<file path="src/design/sdf_pkg.sv">
`timescale 1ns / 1ps
// ----------------------------------------------------------------------------
// sdf_pkg
// Shared widths, register indexes and character codes for the signed
// decimal formatter.
// ----------------------------------------------------------------------------
package sdf_pkg;

	localparam int VALUE_BITS = 32;
	localparam int MAX_WIDTH  = 63;

	// decimal digits of the largest magnitude, 2**(VALUE_BITS-1)
	localparam int DIGITS      = (((VALUE_BITS - 1) * 1233) >> 12) + 1;
	localparam int DIGIT_IDX_W = $clog2(DIGITS);
	localparam int DCOUNT_W    = $clog2(DIGITS + 1);
	localparam int BCD_W       = 4 * DIGITS;
	localparam int CONV_CNT_W  = $clog2(VALUE_BITS);

	localparam int FIELD_W = 6;
	localparam int INDEX_W = 3;
	localparam int WDATA_W = 6;

	typedef logic [FIELD_W-1:0] count_t;
	typedef logic [7:0]         char_t;

	// configuration register indexes
	localparam logic [INDEX_W-1:0] REG_FIELD_WIDTH     = 3'd0;
	localparam logic [INDEX_W-1:0] REG_PRECISION       = 3'd1;
	localparam logic [INDEX_W-1:0] REG_PRECISION_GIVEN = 3'd2;
	localparam logic [INDEX_W-1:0] REG_LEFT_ALIGN      = 3'd3;
	localparam logic [INDEX_W-1:0] REG_ZERO_PAD        = 3'd4;
	localparam logic [INDEX_W-1:0] REG_SIGN_MODE       = 3'd5;

	// sign modes for non-negative values
	localparam logic [1:0] SIGN_NONE  = 2'd0;
	localparam logic [1:0] SIGN_PLUS  = 2'd1;
	localparam logic [1:0] SIGN_SPACE = 2'd2;

	localparam char_t CH_NUL   = 8'h00;
	localparam char_t CH_SPACE = 8'h20;
	localparam char_t CH_PLUS  = 8'h2B;
	localparam char_t CH_MINUS = 8'h2D;
	localparam char_t CH_ZERO  = 8'h30;

	localparam count_t PREC_MAX = count_t'(MAX_WIDTH - 1);

endpackage

</file>
<file path="src/design/signed_decimal_formatter.sv">
`timescale 1ns / 1ps
// ----------------------------------------------------------------------------
// signed_decimal_formatter
// Formats one signed value as printf-style decimal text, one ASCII
// character per output transfer.
// ----------------------------------------------------------------------------
// One value is taken at a time. After the input transfer, a shift-and-add-3
// binary to BCD converter runs one bit per cycle, the setup states ST_PREP1,
// ST_PREP2 and ST_PREP3 size the padding, sign and zero runs, then one
// character leaves the output register per cycle while the receiver takes
// them. The text is at most 63 characters, and an empty text gives one
// empty-marked result. The next value is accepted once the final character
// is in the output register, while it still waits to be taken.
// Configuration writes belong to idle periods only.
module signed_decimal_formatter (
	input  logic                          clk,
	input  logic                          arst_n,
	input  logic                          cfg_we,
	input  logic [sdf_pkg::INDEX_W-1:0]   cfg_index,
	input  logic [sdf_pkg::WDATA_W-1:0]   cfg_wdata,
	input  logic                          value_valid,
	output logic                          value_ready,
	input  logic [sdf_pkg::VALUE_BITS-1:0] value,
	output logic                          char_valid,
	input  logic                          char_ready,
	output logic [7:0]                    out_char,
	output logic                          last,
	output logic                          empty_res
);
	import sdf_pkg::*;

	localparam logic [2:0] ST_IDLE  = 3'd0;
	localparam logic [2:0] ST_CONV  = 3'd1;
	localparam logic [2:0] ST_PREP1 = 3'd2;
	localparam logic [2:0] ST_PREP2 = 3'd3;
	localparam logic [2:0] ST_PREP3 = 3'd4;
	localparam logic [2:0] ST_EMIT  = 3'd5;

	// configuration
	count_t     field_width_q;
	count_t     precision_q;
	logic       precision_given_q;
	logic       left_align_q;
	logic       zero_pad_q;
	logic [1:0] sign_mode_q;

	logic [2:0]              state_q;
	logic [VALUE_BITS-1:0]   mag_q;
	logic [BCD_W-1:0]        bcd_q;
	logic [CONV_CNT_W-1:0]   conv_cnt_q;
	logic                    neg_q;
	logic                    raw_zero_q;

	logic [DCOUNT_W-1:0]     digit_count_q;
	count_t                  shown_q;
	count_t                  lead_zero_q;
	char_t                   sign_char_q;
	logic                    has_sign_q;
	logic                    zeros_fill_q;
	count_t                  pad_q;

	// run boundaries, as character positions
	count_t                  lead_sp_end_q;
	count_t                  sign_end_q;
	count_t                  zero_end_q;
	count_t                  dig_end_q;
	count_t                  total_q;
	count_t                  pos_q;

	logic                    char_valid_q;
	char_t                   char_q;
	logic                    last_q;
	logic                    empty_q;

	// conversion step: add 3 to every digit of 5 or more, then shift in one bit
	logic [BCD_W-1:0]        bcd_adj;
	always_comb begin
		for (int i = 0; i < DIGITS; i++) begin
			if (bcd_q[4*i +: 4] >= 4'd5)
				bcd_adj[4*i +: 4] = bcd_q[4*i +: 4] + 4'd3;
			else
				bcd_adj[4*i +: 4] = bcd_q[4*i +: 4];
		end
	end

	// significant digit count, at least one
	logic [DCOUNT_W-1:0]     dcount;
	always_comb begin
		dcount = DCOUNT_W'(1);
		for (int i = 1; i < DIGITS; i++) begin
			if (bcd_q[4*i +: 4] != 4'd0)
				dcount = DCOUNT_W'(i + 1);
		end
	end

	count_t prec_sat;
	count_t dcount_ext;
	count_t shown_n;
	count_t len_n;
	assign prec_sat   = (precision_q > PREC_MAX) ? PREC_MAX : precision_q;
	assign dcount_ext = count_t'(dcount);
	always_comb begin
		if (precision_given_q && prec_sat == '0 && raw_zero_q)
			shown_n = '0;
		else if (precision_given_q && prec_sat > dcount_ext)
			shown_n = prec_sat;
		else
			shown_n = dcount_ext;
	end
	assign len_n = shown_q + count_t'(has_sign_q);

	// character at the current position
	count_t                  dig_off;
	logic [DIGIT_IDX_W-1:0]  dig_idx;
	char_t                   char_n;
	logic                    emit_load;
	logic                    at_last;
	assign dig_off   = dig_end_q - count_t'(1) - pos_q;
	assign dig_idx   = dig_off[DIGIT_IDX_W-1:0];
	assign emit_load = (state_q == ST_EMIT) && (!char_valid_q || char_ready);
	assign at_last   = (pos_q == total_q - count_t'(1));
	always_comb begin
		if (pos_q < lead_sp_end_q)
			char_n = CH_SPACE;
		else if (pos_q < sign_end_q)
			char_n = sign_char_q;
		else if (pos_q < zero_end_q)
			char_n = CH_ZERO;
		else if (pos_q < dig_end_q)
			char_n = CH_ZERO + char_t'(bcd_q[{dig_idx, 2'b00} +: 4]);
		else
			char_n = CH_SPACE;
	end

	always_ff @(posedge clk or negedge arst_n) begin
		if (!arst_n) begin
			field_width_q     <= '0;
			precision_q       <= '0;
			precision_given_q <= 1'b0;
			left_align_q      <= 1'b0;
			zero_pad_q        <= 1'b0;
			sign_mode_q       <= SIGN_NONE;
		end else if (cfg_we) begin
			unique case (cfg_index)
				REG_FIELD_WIDTH:     field_width_q     <= cfg_wdata;
				REG_PRECISION:       precision_q       <= cfg_wdata;
				REG_PRECISION_GIVEN: precision_given_q <= cfg_wdata[0];
				REG_LEFT_ALIGN:      left_align_q      <= cfg_wdata[0];
				REG_ZERO_PAD:        zero_pad_q        <= cfg_wdata[0];
				REG_SIGN_MODE:       sign_mode_q       <= cfg_wdata[1:0];
				default: ;
			endcase
		end
	end

	always_ff @(posedge clk or negedge arst_n) begin
		if (!arst_n) begin
			state_q      <= ST_IDLE;
			conv_cnt_q   <= '0;
			pos_q        <= '0;
			char_valid_q <= 1'b0;
		end else begin
			// a load refills the output register in the cycle it drains
			if (emit_load)
				char_valid_q <= 1'b1;
			else if (char_ready)
				char_valid_q <= 1'b0;
			unique case (state_q)
				ST_IDLE: begin
					if (value_valid) begin
						conv_cnt_q <= '0;
						state_q    <= ST_CONV;
					end
				end
				ST_CONV: begin
					conv_cnt_q <= conv_cnt_q + CONV_CNT_W'(1);
					if (conv_cnt_q == CONV_CNT_W'(VALUE_BITS - 1))
						state_q <= ST_PREP1;
				end
				ST_PREP1: state_q <= ST_PREP2;
				ST_PREP2: state_q <= ST_PREP3;
				ST_PREP3: begin
					pos_q   <= '0;
					state_q <= ST_EMIT;
				end
				ST_EMIT: begin
					if (emit_load) begin
						pos_q <= pos_q + count_t'(1);
						if (total_q == '0 || at_last)
							state_q <= ST_IDLE;
					end
				end
				default: state_q <= ST_IDLE;
			endcase
		end
	end

	// datapath, no reset needed
	always_ff @(posedge clk) begin
		if (state_q == ST_IDLE && value_valid) begin
			neg_q      <= value[VALUE_BITS-1];
			raw_zero_q <= (value == '0);
			mag_q      <= value[VALUE_BITS-1] ? (~value + VALUE_BITS'(1)) : value;
			bcd_q      <= '0;
		end
		if (state_q == ST_CONV) begin
			bcd_q <= {bcd_adj[BCD_W-2:0], mag_q[VALUE_BITS-1]};
			mag_q <= {mag_q[VALUE_BITS-2:0], 1'b0};
		end
		if (state_q == ST_PREP1) begin
			digit_count_q <= dcount;
			shown_q       <= shown_n;
			lead_zero_q   <= (shown_n > dcount_ext) ? shown_n - dcount_ext : '0;
			zeros_fill_q  <= zero_pad_q && !left_align_q && !precision_given_q;
			if (neg_q) begin
				sign_char_q <= CH_MINUS;
				has_sign_q  <= 1'b1;
			end else if (sign_mode_q == SIGN_PLUS) begin
				sign_char_q <= CH_PLUS;
				has_sign_q  <= 1'b1;
			end else if (sign_mode_q == SIGN_SPACE) begin
				sign_char_q <= CH_SPACE;
				has_sign_q  <= 1'b1;
			end else begin
				sign_char_q <= CH_NUL;
				has_sign_q  <= 1'b0;
			end
		end
		if (state_q == ST_PREP2) begin
			pad_q <= (field_width_q > len_n) ? field_width_q - len_n : '0;
			// no digits at all when the shown count is zero
			if (shown_q == '0)
				digit_count_q <= '0;
		end
		if (state_q == ST_PREP3) begin
			lead_sp_end_q <= (!left_align_q && !zeros_fill_q) ? pad_q : '0;
			sign_end_q    <= ((!left_align_q && !zeros_fill_q) ? pad_q : '0)
			                 + count_t'(has_sign_q);
			zero_end_q    <= ((!left_align_q) ? pad_q : '0) + count_t'(has_sign_q)
			                 + lead_zero_q;
			dig_end_q     <= ((!left_align_q) ? pad_q : '0) + count_t'(has_sign_q)
			                 + lead_zero_q + count_t'(digit_count_q);
			total_q       <= pad_q + count_t'(has_sign_q) + lead_zero_q
			                 + count_t'(digit_count_q);
		end
		if (emit_load) begin
			if (total_q == '0) begin
				char_q  <= CH_NUL;
				last_q  <= 1'b1;
				empty_q <= 1'b1;
			end else begin
				char_q  <= char_n;
				last_q  <= at_last;
				empty_q <= 1'b0;
			end
		end
	end

	assign value_ready = (state_q == ST_IDLE);
	assign char_valid  = char_valid_q;
	assign out_char    = char_q;
	assign last        = last_q;
	assign empty_res   = empty_q;

	// an empty result carries no character and ends the text
	a_empty_is_last: assert property (@(posedge clk) disable iff (!arst_n)
		char_valid && empty_res |-> last && out_char == CH_NUL)
		else $error("empty result without last or with a character");

	// busy at the start of the conversion after a value transfer
	a_busy_after_take: assert property (@(posedge clk) disable iff (!arst_n)
		value_valid && value_ready |=> !value_ready ##1 !value_ready)
		else $error("value taken while still converting");

	// digit reads stay inside the converted digits
	a_digit_in_range: assert property (@(posedge clk) disable iff (!arst_n)
		emit_load && pos_q >= zero_end_q && pos_q < dig_end_q
		|-> dig_off < count_t'(digit_count_q))
		else $error("digit read outside the significant digits");

	// emission never runs past the text length
	a_pos_bound: assert property (@(posedge clk) disable iff (!arst_n)
		state_q == ST_EMIT && total_q != '0 |-> pos_q < total_q)
		else $error("character position beyond text length");

endmodule
</file>
<file path="config.mk">
export PLATFORM = sky130hd
export DESIGN_NAME = signed_decimal_formatter
export DESIGN_NICKNAME = d
export VERILOG_FILES = /design/src/design/sdf_pkg.sv /design/src/design/signed_decimal_formatter.sv
export SDC_FILE = /design/constraint.sdc
export NUM_CORES = 1
export LEC_CHECK = 0
export ABC_AREA = 1
export BUFFER_PORTS_ARGS = -buffer_cell sky130_fd_sc_hd__clkbuf_2
export CORE_ASPECT_RATIO = 1.25
export CORE_UTILIZATION = 55
export CTS_CLUSTER_SIZE = 40
export DETAILED_ROUTE_END_ITERATION = 10
export GPL_TIMING_DRIVEN = 0
export PLACE_DENSITY = 0.83
export SLEW_MARGIN = 0
export SYNTH_ARGS = -nofsm -noshare
export SYNTH_HDL_FRONTEND = slang
export SYNTH_SLANG_ARGS = --single-unit
</file>
<file path="constraint.sdc">
create_clock -name clk -period 6.5 [get_ports clk]
set_input_delay 1.3 -clock clk [delete_from_list [all_inputs] [get_ports clk]]
set_output_delay 1.3 -clock clk [all_outputs]
set_load 0.02 [all_outputs]
</file>
Word level (Yosys, flattened, before mapping):

Index checks and enable logic that the tools add are counted.

* logic and storage cells: 192
* input port bits: 46
* output and inout bits: 12
* register bits: 176

* equality and inequality tests: 18
* order comparisons: 18
* multiplexer cells: 51
* reductions and logical operators: 44
* bitwise operators: 1
* shifts and indexed selects: 1
* add/subtract/negate cells: 27

Operators with widths (count)
* 32-bit two-way mux: 3
* 4-bit two-way mux: 20
* 40-bit two-way mux: 2
* 6-bit two-way mux: 8
* 4-bit by 3-bit >= comparator with 1-bit output (second input constant): 10
* 40-bit by 7-bit variable part select with 4-bit output: 1
* 4-bit by 2-bit adder with 4-bit output (second input constant): 9
* 4-bit nonzero test: 9
* 32-bit by 1-bit adder with 32-bit output (second input constant): 1
* 32-bit zero test: 1
* 32-bit inverter: 1
* 6-bit by 1-bit adder with 6-bit output: 4
* 6-bit less-than comparator: 4
* 7-bit two-way mux: 3
* 6-bit zero test: 3
* 3-bit two-way mux: 6
* 3-bit case mux with 6 select lines: 1
* 2-bit AND reduction: 8
* 6-bit by 4-bit adder with 6-bit output: 2
* 6-bit adder: 2
* 3-bit by 2-bit equality test with 1-bit output (second input constant): 4
* 3-bit equality test (second input constant): 4
* 6-bit by 4-bit greater-than comparator with 1-bit output: 2
* 6-bit case mux with 2 select lines: 1
* other kinds (29): 51

Logic depth before layout (Yosys ltp):

* depth after elaboration: 15
* gate-level depth with buffers: 29

Worst setup path after synthesis:

OpenSTA, ideal clock, no wires.

* kind: reg-to-reg
* from: register bcd_q[32]
* to: register lead_zero_q[4], data pin
* data arrival time: 3.364 ns
* path slack: 2.877 ns
* cell stages (with the launch flop): 20
* buffers on the path: 0
* path through: edfxtp_1 inv_1 ha_1 nand2_1 nor2_1 nand2_1 nor2_1 o21ai_0 ha_1 nand3_1 o21ai_1 nand3_2 o21ai_0 a21oi_1 ha_1 a21oi_1 nand2_1 a22oi_1 o21bai_1 a21oi_1

* longest elaborated chain between the ends: 8
* elaborated cells on any way between the ends: 9
* classes of those cells: add/sub: 1; order compare: 2; mux: 4; reduce/logical: 2

RTL lines
* start, declared: line signed_decimal_formatter.sv:49 `logic [BCD_W-1:0] bcd_q;`
* start signal, assigned: line signed_decimal_formatter.sv:207 `bcd_q <= {bcd_adj[BCD_W-2:0], mag_q[VALUE_BITS-1]};`
* 4-bit nonzero test (*): line signed_decimal_formatter.sv:91 `if (bcd_q[4*i +: 4] != 4'd0)`
* 4-bit two-way mux (*) (2 in series): line signed_decimal_formatter.sv:91
* 6-bit by 4-bit greater-than comparator with 1-bit output: line signed_decimal_formatter.sv:105 `else if (precision_given_q && prec_sat > dcount_ext)`
* 1-bit logical AND: line signed_decimal_formatter.sv:105
* 6-bit two-way mux (*): line signed_decimal_formatter.sv:105
* 6-bit two-way mux (*): line signed_decimal_formatter.sv:103 `if (precision_given_q && prec_sat == '0 && raw_zero_q)`
* named net shown_n[3]: line signed_decimal_formatter.sv:98 `count_t shown_n;`
* 6-bit by 4-bit subtractor with 6-bit output or 6-bit by 4-bit greater-than comparator with 1-bit output (tied branches): line signed_decimal_formatter.sv:213 `lead_zero_q <= (shown_n > dcount_ext) ? shown_n - dcount_ext : '0;`
* end signal, assigned: line signed_decimal_formatter.sv:213
* end, declared: line signed_decimal_formatter.sv:56 `count_t lead_zero_q;`

The timed path passes the listed nets; every way through them passes the cells marked *.
A chain may end at the register's enable or synchronous reset.

Worst setup path after layout:

* from: register bcd_q[36]
* to: register lead_zero_q[4], data pin

* longest elaborated chain between the ends: 7
* elaborated cells on any way between the ends: 8
* classes of those cells: add/sub: 1; order compare: 2; mux: 3; reduce/logical: 2

RTL lines (line)
* 4-bit nonzero test (*): signed_decimal_formatter.sv:91
* 4-bit two-way mux (*): signed_decimal_formatter.sv:91
* 6-bit by 4-bit greater-than comparator with 1-bit output: signed_decimal_formatter.sv:105
* 1-bit logical AND: signed_decimal_formatter.sv:105
* 6-bit two-way mux (*): signed_decimal_formatter.sv:105
* 6-bit two-way mux (*): signed_decimal_formatter.sv:103
* named net shown_n[3]: signed_decimal_formatter.sv:98
* 6-bit by 4-bit subtractor with 6-bit output or 6-bit by 4-bit greater-than comparator with 1-bit output (tied branches): signed_decimal_formatter.sv:213

Marked as above.

==> results.md <==
- Die width: 129 um
- Clock transition at path regs: 70 ps
- DPL Wire Length: 18,400 um
- Buffers on Ports: 55
- Crit-path max cell delay: 450 ps
- CP Buf/Inv Count: 2
- Top_reg_cell synth: edfxtp_1
- Post-CTS Hold Fix Bufs: 0
- Setup Skew: 9.22 ps
- WL final: 25,400 um
- Overflow after GRT: 0
- GP Congestion: 0.895
- Root Buffer Master: clkbuf_16
- Gate Count Post-Synth: 1,305
- CP max FO: 8
- Routed length per placed instance: 15.3 um
- Avg Vias per Cell: 5.55
- Arrival time worst endpoint: 4860 ps
- Io pins: 58
- Hold slack: 462 ps
- Average cell area after synthesis: 8.46 um2
- Slew @ Worst Pin: 1180 ps
- # resized after CTS: 0
- Largest net degree at the start of global routing: 42
- Worst hold path type: reg -> reg
- H-tree levels: 4
- Critical hold path startpoint: mag_q[0]
- CP max stage cell: a22oi_1
- Layout Nets: 1,521
- Critical path required time: 6700 ps
- Final antenna-violating net count: 0
- Crit path max-delay family: compound AO/OA/AOI/OAI gates
- RSZ-0062 raised after global routing: no
- CTS tree: done
- Setup crit start kind: flip-flop
- Share of cells above drive strength 1: 10.3%
- Total CTS buffers: 17
- Pleak: 5.63 nW
- Starting Density: 56.5%
- GR Util All Layers: 26.1%
- Clock sinks: 171
- DRT Pass-1 Iters: 5
- Antenna violations before repair: 0
- Die ar.: 20,600 um2
- Final hold violations: 0
- Die Ht: 160 um
- VDD IR-drop max: 0.300 mV
- Vias: 9,211
- Crit path kind: reg -> reg
- Drc violations: 0
- Fin crit period: 4660 ps
- CP Capture Type: flip-flop
- Num rows: 57
- Post-synthesis sequential area ratio: 44.6%
- YS warnings: 0
- Post-synthesis cell area: 11,000 um2
- Slew margin rel.: 21.0%
- Final setup violation count: 0
- Setup_tns: 0 ps
- Antenna cells: 0
- Final Cycle Share: 71.6%
- Cell count of the worst reg-to-reg path: 19
- Status: finished clean
- Power per Cell Area: 472 nW/um2
- Synth Register Bits: 171
- Post-synth EDFFs: 134
- Yosys cell types: 51
- Slew Viols, Final: 0
- Post-CTS Setup Bufs: 0
- DRT iter0 DRCs: 811
- Max Fclk: 0.215 GHz
- Global-route wire length before repair: 41,900 um
- Critical path, cell by cell: inv_1, ha_1, nand2_1, nor2_1, inv_1, nor2_1, o21ai_0, ha_1, nand3_1, o21ai_1, nand3_2, o21ai_0, a21oi_1, ha_1, a21oi_1, nand2_1, a22oi_1, o21bai_1, a21oi_1
- Area added between synthesis and finish: 11.5%
- Post-synth ARST share: 18.7%
- Reg2reg start: bcd_q[36]
- Core area: 19,500 um2
- Worst Hold Endpoint: mag_q[0]
- Worst r2r dst: lead_zero_q[4]
- Vias in the first global route: 9,011
- Worst reg-to-reg setup slack: 1840 ps
- CTS max path bufs: 2
- Clk_lat worst skew: 450 ps
- Max Cap Viol: 0
- Hold path cells: 2
[cell usage after synthesis (all sizes together) (2+ instances only)]
library cell | n | area (um2)
nand2 | 261 | 992
nand4 | 13 | 81.3
a21o | 3 | 22.5
dfxtp | 5 | 100
nand3b | 2 | 18.8
o22ai | 9 | 56.3
a21boi | 3 | 22.5
nor3b | 2 | 15.0
o21a | 2 | 15.0
ha | 82 | 1030
o21bai | 7 | 52.6
edfxtp | 134 | 4020
a31oi | 2 | 12.5
a21oi | 91 | 463
nor2 | 130 | 515
xnor2 | 15 | 139
fa | 11 | 220
o211ai | 9 | 67.6
nand3 | 90 | 478
o211a | 2 | 20.0
or2 | 4 | 25.0
clkbuf | 11 | 41.3
inv | 191 | 717
nor3 | 19 | 105
buf | 19 | 104
dfrtp | 32 | 801
a32o | 2 | 20.0
xor2 | 22 | 193
a211oi | 5 | 37.5
o21ai | 121 | 621
[layout by cell type (no fill, tap or decap), types with 3 or more instances in the layout]
master,synthesis,routed
xnor2_1,14,14
inv_6,0,5
clkbuf_1,11,11
edfxtp_1,134,134
a21oi_1,89,89
o21ai_0,109,109
o21ai_1,10,10
nand3_1,86,86
nor2_2,5,5
clkbuf_16,0,20
dfrtp_1,32,32
buf_4,5,5
o21bai_1,7,7
clkinv_4,0,3
inv_4,0,3
nand4_1,13,13
buf_2,11,11
nand2_2,5,5
a21o_1,3,3
a21boi_0,3,3
a211oi_1,5,5
xor2_1,22,22
ha_1,82,82
clkbuf_2,0,55
o211ai_1,9,9
buf_1,3,3
or2_2,4,4
nor3_1,17,17
inv_2,8,8
inv_1,183,183
nand3_2,3,3
nand2_1,256,255
nor2_1,123,123
o22ai_1,9,9
dfxtp_1,5,5
fa_1,11,11
[worst reg2reg max path, delay by kind of cell (launching register included)]
kind / cells / cell delay, ps
buffers and inverters: 2 / 210
AND/OR/NAND/NOR: 6 / 1040
adder cells (fa/ha/maj): 3 / 1010
flip-flops: 1 / 420
AO/OA/AOI/OAI: 8 / 1770
[power breakdown]
group	switching (mW)	internal [mW]
Combinational	1.75	0.927
Sequential	0.292	1.81
Clock	0.461	0.566
Total	2.51	3.30
[per-layer routing]
| layer | up-vias | global-route usage (%) | wire length [um] | share of wire, % |
|---|---|---|---|---|
| li1 | 4529 | - | - | - |
| met4 | 0 | 13.3 | 948 | 3.7 |
| met1 | 4301 | 30.9 | 10200 | 40 |
| met3 | 83 | 4.46 | 1410 | 5.5 |
| met2 | 298 | 45.3 | 12900 | 51 |
| met5 | - | 0 | 0 | 0 |
[how the worst max path moves through the flow]
stage                startpoint             end  cells past startpoint
global route          bcd_q[33]  lead_zero_q[4]                     19
global placement    value_valid       bcd_q[14]                      4
detailed placement    bcd_q[37]  lead_zero_q[4]                     19
finish                bcd_q[36]  lead_zero_q[4]                     19
CTS                   bcd_q[37]  lead_zero_q[4]                     19
floorplan             bcd_q[32]  lead_zero_q[4]                     19
[per-stage QoR]
| step | total power, mW | setup WS (ps) | cells | area (um2) | util (%) |
|---|---|---|---|---|---|
| 3_3_place_gp | 4.56 | 1800 | 1626 | 11700 | 59.6 |
| 4_1_cts | 5.78 | 1890 | 1660 | 12300 | 63.0 |
| 5_1_grt | 6.23 | 1530 | 1660 | 12300 | 63.0 |
| 6_report | 5.81 | 1840 | 1660 | 12300 | 63.0 |
| 3_5_place_dp | 4.71 | 1900 | 1628 | 11700 | 59.9 |
| 2_1_floorplan | 3.98 | 2880 | 1306 | 11000 | - |
[area by class of cell]
cell class                      count  area (um2)
Buffer                             30         145
Clock buffer                       20         500
Clock inverter                     12        93.8
Fill cell                        1638        7230
Inverter                          192         722
Multi-Input combinational cell    913        5270
Sequential cell                   171        4920
Tap cell                          265         332
Timing Repair Buffer               57         323
[cell families (layout without fill, tap and decap cells)]
logic type	after synthesis	after routing	share of synthesized area, %
compound gates	257	257	12.8
xor+xnor	37	37	3.00
fa+ha+maj	93	93	11.3
buf+inv	222	311	7.85
flops	171	171	44.6
other cells	1	2	0.0340
simple gates	524	524	20.4
[sequential cells by signal (all words and copies together) (netlist names), 2 cells and up]
signal and cells:
sign_end_q 6, sign_char_q 4, pos_q 6, lead_zero_q 6, precision_q 6, dig_end_q 6, lead_sp_end_q 6, field_width_q 6
conv_cnt_q 5, shown_q 6, out_char 6, mag_q 32, pad_q 6, state_q 3, digit_count_q 4, bcd_q 40
zero_end_q 6, total_q 6, sign_mode_q 2
Power figures use the tool's default switching activity.
